## src/sv/swmma_pkg.sv

```systemverilog
package swmma_pkg;

	localparam int DEPTH_DEFAULT = 256;

	localparam int DATA_W   = 32;
	localparam int ADDR_W   = 3;
	localparam int SAMPLE_W = 16;
	localparam int MARGIN_W = 15;
	localparam int COUNT_W  = 9;

	localparam logic signed [SAMPLE_W-1:0] SAMPLE_MAX = 16'sh7fff;
	localparam logic signed [SAMPLE_W-1:0] SAMPLE_MIN = -16'sh8000;

	localparam logic CMD_ADD   = 1'b0;
	localparam logic CMD_CLEAR = 1'b1;

	localparam logic REG_DYN_SCALE_EN = 1'b0;
	localparam logic REG_SCALE_MARGIN = 1'b1;

	typedef enum logic [2:0] {
		ST_IDLE,
		ST_UPDATE,
		ST_SCAN,
		ST_DIV,
		ST_FIN
	} state_t;

endpackage

```

## src/sv/swmma_div.sv

```systemverilog
module swmma_div
	import swmma_pkg::*;
#(
	parameter int TW = 24,
	parameter int CW = 9
) (
	input  logic                       clk,
	input  logic                       arst_n,
	input  logic                       start,
	input  logic signed [TW-1:0]       dividend,
	input  logic [CW-1:0]              divisor,
	output logic                       done,
	output logic signed [SAMPLE_W-1:0] quotient
);

	localparam int IW = $clog2(TW + 1);

	logic          busy_q;
	logic          done_q;
	logic [IW-1:0] iter_q;
	logic [CW-1:0] rem_q;
	logic [CW-1:0] div_q;
	logic [TW-1:0] quo_q;
	logic          neg_q;
	logic [CW:0]   trial;
	logic          fits;

	assign trial = {rem_q, quo_q[TW-1]};
	assign fits  = trial >= {1'b0, div_q};

	always_ff @(posedge clk or negedge arst_n) begin
		if (!arst_n) begin
			busy_q <= 1'b0;
			done_q <= 1'b0;
			iter_q <= '0;
		end else begin
			done_q <= 1'b0;
			if (start) begin
				busy_q <= 1'b1;
				iter_q <= IW'(TW);
			end else if (busy_q) begin
				iter_q <= iter_q - 1'b1;
				if (iter_q == IW'(1)) begin
					busy_q <= 1'b0;
					done_q <= 1'b1;
				end
			end
		end
	end

	always_ff @(posedge clk) begin
		if (start) begin
			neg_q <= dividend[TW-1];
			quo_q <= dividend[TW-1] ? (~dividend + 1'b1) : dividend;
			rem_q <= '0;
			div_q <= divisor;
		end else if (busy_q) begin
			rem_q <= fits ? CW'(trial - {1'b0, div_q}) : trial[CW-1:0];
			quo_q <= {quo_q[TW-2:0], fits};
		end
	end

	assign done     = done_q;
	assign quotient = neg_q ? -quo_q[SAMPLE_W-1:0] : quo_q[SAMPLE_W-1:0];

endmodule

```

## config.mk

```make
export PLATFORM = sky130hd
export DESIGN_NAME = swmma_div
export DESIGN_NICKNAME = d
export VERILOG_FILES = /design/src/sv/swmma_pkg.sv /design/src/sv/swmma_div.sv
export SDC_FILE = /design/constraint.sdc
export NUM_CORES = 1
export LEC_CHECK = 0
export BUFFER_PORTS_ARGS = -buffer_cell sky130_fd_sc_hd__buf_2
export CAP_MARGIN = 20
export CORE_ASPECT_RATIO = 2
export CORE_MARGIN = 2
export CORE_UTILIZATION = 48
export CTS_BUF_LIST = sky130_fd_sc_hd__clkbuf_2
export DETAILED_ROUTE_END_ITERATION = 7
export PLACE_DENSITY = 0.7
export SYNTH_ARGS = -nofsm -noshare
export SYNTH_HDL_FRONTEND = slang
export SYNTH_SLANG_ARGS = --single-unit
```

## constraint.sdc

```tcl
create_clock -name clk -period 2.96 [get_ports clk]
set_input_delay 0.296 -clock clk [delete_from_list [all_inputs] [get_ports clk]]
set_output_delay 0.296 -clock clk [all_outputs]
set_load 0.05 [all_outputs]
```

# Word level (Yosys, flattened, before mapping)

Index checks and enable logic that the tools add are counted.

$add $sub $neg: 4
Magnitude comparators: 1
Equality and inequality tests: 1
Multiplexer cells: 13
Bitwise logic cells: 1
Reductions and logical operators: 1

Operators by type and width:

| kind                                                                   | number |
|---|---|
| 24-bit 2-to-1 mux                                                      | 3 |
| 24-bit by 1-bit adder with 24-bit output (second input constant)       | 1 |
| 24-bit NOT                                                             | 1 |
| 16-bit 2-to-1 mux                                                      | 1 |
| 16-bit negation                                                        | 1 |
| 10-bit by 9-bit >= comparator with 1-bit output                        | 1 |
| 5-bit 2-to-1 mux                                                       | 2 |
| 9-bit 2-to-1 mux                                                       | 1 |
| 9-bit subtractor                                                       | 1 |
| 1-bit 2-to-1 mux                                                       | 6 |
| 5-bit by 1-bit equality test with 1-bit output (second input constant) | 1 |
| 5-bit by 1-bit subtractor with 5-bit output (second input constant)    | 1 |
| 2-bit nonzero test                                                     | 1 |

Register bits after elaboration: 50
Bits of input ports: 36
Output and inout bits: 17

# Depth between registers and ports, before layout

Depth after elaboration: 4
Mapped depth: 10
Mapped depth without buffers: 9

# Worst setup path after synthesis

No wires, ideal clock.

Path type: reg-to-reg
Start point: register quo_q[23]
End point: register rem_q[5]
Library setup time: 0.122 ns
Data arrival time: 2.214 ns
Data required time: 2.838 ns
Slack: 0.624 ns
Cell stages (with the launch flop): 11
Period minus slack after synthesis: 2.336 ns
Cells stage by stage: edfxtp_1 inv_1 ha_1 inv_1 fa_1 a21o_1 a221oi_4 o22ai_1 or2_0 buf_2 a221o_1

Cells in the longest elaborated chain, start to end: 2
Elaborated cells on any way between the ends: 3
Those cells by class: add/sub: 1; order compare: 1; mux: 1

Ends and longest elaborated chain:

| item                                                                                       | line                             | source |
|---|---|---|
| start: declaration                                                                         | swmma_div.sv:23                  | `logic [TW-1:0] quo_q;` |
| start signal: assignment                                                                   | swmma_div.sv:54                  | `quo_q <= dividend[TW-1] ? (~dividend + 1'b1) : dividend;` |
| start signal: assignment                                                                   | swmma_div.sv:59                  | `quo_q <= {quo_q[TW-2:0], fits};` |
| 9-bit subtractor / 10-bit by 9-bit >= comparator with 1-bit output (equally long branches) | swmma_div.sv:58, swmma_div.sv:29 |  |
| 9-bit 2-to-1 mux *                                                                         | swmma_div.sv:58                  | `rem_q <= fits ? CW'(trial - {1'b0, div_q}) : trial[CW-1:0];` |
| end signal: assignment                                                                     | swmma_div.sv:58                  |  |
| end: declaration                                                                           | swmma_div.sv:21                  | `logic [CW-1:0] rem_q;` |

Every way passes the cells marked *; elsewhere a longest branch is shown, timed or not.
A chain may end at the register's enable or synchronous reset.

# Worst setup path after layout

Start point: register quo_q[13]
End point: output port quotient[15]

Cells in the longest elaborated chain, start to end: 2

Ends and longest elaborated chain:

| item              | line            | source |
|---|---|---|
| 16-bit negation   | swmma_div.sv:64 | `assign quotient = neg_q ? -quo_q[SAMPLE_W-1:0] : quo_q[SAMPLE_W-1:0];` |
| 16-bit 2-to-1 mux | swmma_div.sv:64 |  |
| end: declaration  | swmma_div.sv:13 | `output logic signed [SAMPLE_W-1:0] quotient` |

No other way between the ends.

==> flow_metrics.tcl <==
set metrics [dict create \
    end_kind "output port" \
    drc 0 \
    crit_chain "or4_1, o31ai_1, xnor2_1, buf_2" \
    max_cap_violations 0 \
    worst_slack_ps 168.0 \
    grt_pass1_vias 2683 \
    finalSetupTns_ps 0 \
    vias_per_cell 5.614 \
    r2r_slack_ps 250 \
    htree_levels 2 \
    diodes 0 \
    slew_headroom 0.5679 \
    drt_iter0_markers 124 \
    clk_path_buf_depth 2 \
    fin_util 0.5695 \
    yosysMostFrequentCell "nor2_1" \
    first_pass_iters 8 \
    fin_crit_sh 0.9432 \
    grt.total_usage 0.2243 \
    ant_nets 0 \
    drive_gt1_frac 0.1807 \
    synth_top_area_frac 0.3153 \
    synth_edf_count 34 \
    synth-seq-cells 50 \
    grt_pass1_wl_um 12380 \
    hpwl_um 5749 \
    min_period_ps 2792 \
    ys_warn_count 0 \
    syn2layout_area_growth_pct 15.53 \
    critPathKind "reg2out" \
    required_ps 2660 \
    ys.flop_type "edfxtp_1" \
    drv_slew 0 \
    hp-class "in2async" \
    cpMaxStageDelayCell "or4_1" \
    post-place-ws_ps 333.1 \
    status "completed" \
    powerDensity_nw_per_um2 626.3 \
    async_reset_ff_frac 0.1400 \
    post_cts_buffers 0 \
    syn_avg_cell_area_um2 9.441 \
    p_total_mw 2.343 \
    die_area_um2 7459 \
    finalHoldViolCount 0 \
    tightest_slew_ps 642.6 \
    die_h_um 120.2 \
    vias 2762 \
    die_w_um 62.08 \
    syn_area_um2 3238 \
    crit_arrival_ps 2500 \
    synth_fp_nets 393 \
    antenna_found_initial 0 \
    nFillCells 600 \
    synth_common_cells "36 x nor2_1, 34 x edfxtp_1, 30 x a21oi_1, 23 x inv_1, 23 x xor2_1" \
    overflow 0 \
    placement.io_buffers 52 \
    path_clk_slew_ps 250 \
    gp_congestion 0.9132 \
    wl_per_cell_um 15.11 \
    start_util 0.4930 \
    clock_latency_ps 460 \
    cp_max_fo 3 \
    post-synth-top-area-cell "edfxtp_1" \
    start_kind "register" \
    rows 42 \
    max-vdd-ir-drop_mv 0.4121 \
    cts_tree "done" \
    drt_wl_total_um 7432 \
    synth_cells 343 \
    rsz0062_at_grt "false" \
    grt_start_max_net_pins 38 \
    synth-seq-area-share 0.4250 \
    core_um2 6569 \
    root_buffer "clkbuf_2" \
    skew_ps 24.82 \
    ys_types 51 \
    slowest_delay_ps 570 \
    p_leak_nw 1.512 \
    cts.sinks 50 \
    nNetsFinal 453 \
    finalSetupViolations 0 \
    ys_top_cells_by_area "edfxtp_1 32%, xor2_1 6.2%, dfxtp_1 5.6%, dfrtp_1 5.4%, xnor2_1 5.4%" \
    boundaryPins 53 \
    cts_inserted_buffers 5 \
    fmax_ghz 0.3582 \
]
-- logic make-up (layout without fill, tap and decap cells) --
logic type / Yosys count / in the layout / share of synthesized area
xor+xnor: 43 / 43 / 0.1163
mux: 2 / 2 / 0.006183
compound gates: 87 / 87 / 0.1789
simple gates: 108 / 108 / 0.1704
buf+inv: 39 / 100 / 0.04675
fa+ha+maj: 14 / 14 / 0.05642
flops: 50 / 50 / 0.4250
-- state kept, by name, indices dropped and copies added (netlist names) --
name	count
quo_q	24
div_q	9
rem_q	9
iter_q	5
busy_q	1
done	1
neg_q	1
-- metal layers --
metal / up-vias / track usage / share of wire
met5: - / 0 / 0
met4: 0 / 0.1250 / 0.049
met3: 23 / 0.03556 / 0.033
met2: 76 / 0.3893 / 0.56
met1: 1298 / 0.2405 / 0.36
li1: 1365 / - / -
-- per-stage QoR --
stage | hold slack (ps) | std cells | cell area (um^2)
floorplan | 0.4090 | 343 | 3238
global placement | 136.2 | 474 | 3596
detailed placement | 140.1 | 474 | 3596
CTS | 105.7 | 492 | 3736
global route | 115.2 | 492 | 3741
finish | 145.7 | 492 | 3741
-- worst max-delay path: cells and delay by family, from the launching register on --
family | cells | cell delay (ps)
xor+xnor | 1 | 180
simple gates | 1 | 570
buf+inv | 1 | 290
compound gates | 1 | 460
flops | 1 | 530
-- placed cells by master (no fill, tap or decap), types with 5 or more instances in the layout --
cell type | Yosys | final
dlygate4sd3_1 | 0 | 10
edfxtp_1 | 34 | 34
a21oi_1 | 30 | 30
clkbuf_2 | 0 | 6
buf_2 | 1 | 52
nor3_1 | 9 | 8
o31ai_1 | 12 | 12
o21ai_0 | 13 | 13
ha_1 | 13 | 13
nand4_1 | 5 | 5
nand2b_1 | 6 | 6
dfrtp_1 | 7 | 7
dfxtp_1 | 9 | 9
inv_1 | 23 | 23
nor2_1 | 36 | 36
xnor2_1 | 20 | 20
nand2_1 | 22 | 22
o41ai_1 | 6 | 6
nand3_1 | 5 | 5
buf_4 | 1 | 7
nor4b_1 | 5 | 5
xor2_1 | 23 | 23
-- what timing repair did --
item	4_1_cts	5_1_grt
hold buffers	10	0
endpoints found under the setup margin	0	1
gates resized for setup	0	1
endpoints found under the hold margin	16	0
-- power breakdown --
group	switching [mW]	internal (mW)
Combinational	0.662	0.413
Clock	0.218	0.0591
Sequential	0.116	0.875
-- worst paths after layout --
| kind | start | to | depth (start not counted) |
|---|---|---|---|
| worst max-delay path | quo_q[13]$_DFFE_PP_ | quotient[15] | 4 |
| max in group asynchronous | arst_n | done$_DFF_PN0_ | 2 |
| worst min register to register | rem_q[8]$_SDFFE_PP0P_ | rem_q[8]$_SDFFE_PP0P_ | 2 |
| worst min-delay path | arst_n | iter_q[3]$_DFFE_PN0P_ | 2 |
| worst max register to register | quo_q[23]$_DFFE_PP_ | rem_q[2]$_SDFFE_PP0P_ | 10 |
| min in group clk | dividend[13] | quo_q[13]$_DFFE_PP_ | 3 |
-- final cells by class --
| class | instances | area (um^2) | area share |
|---|---|---|---|
| clock buffers | 6 | 30.03 | 0.008027 |
| clock inverters | 2 | 10.01 | 0.002676 |
| inverters | 23 | 86.33 | 0.02308 |
| multi-input cells | 254 | 1715 | 0.4585 |
| flip-flops and latches | 50 | 1376 | 0.3679 |
| well taps | 88 | 110.1 | 0.02943 |
| repair buffers | 69 | 412.9 | 0.1104 |
Note: power is estimated with default switching activity, not from simulation.
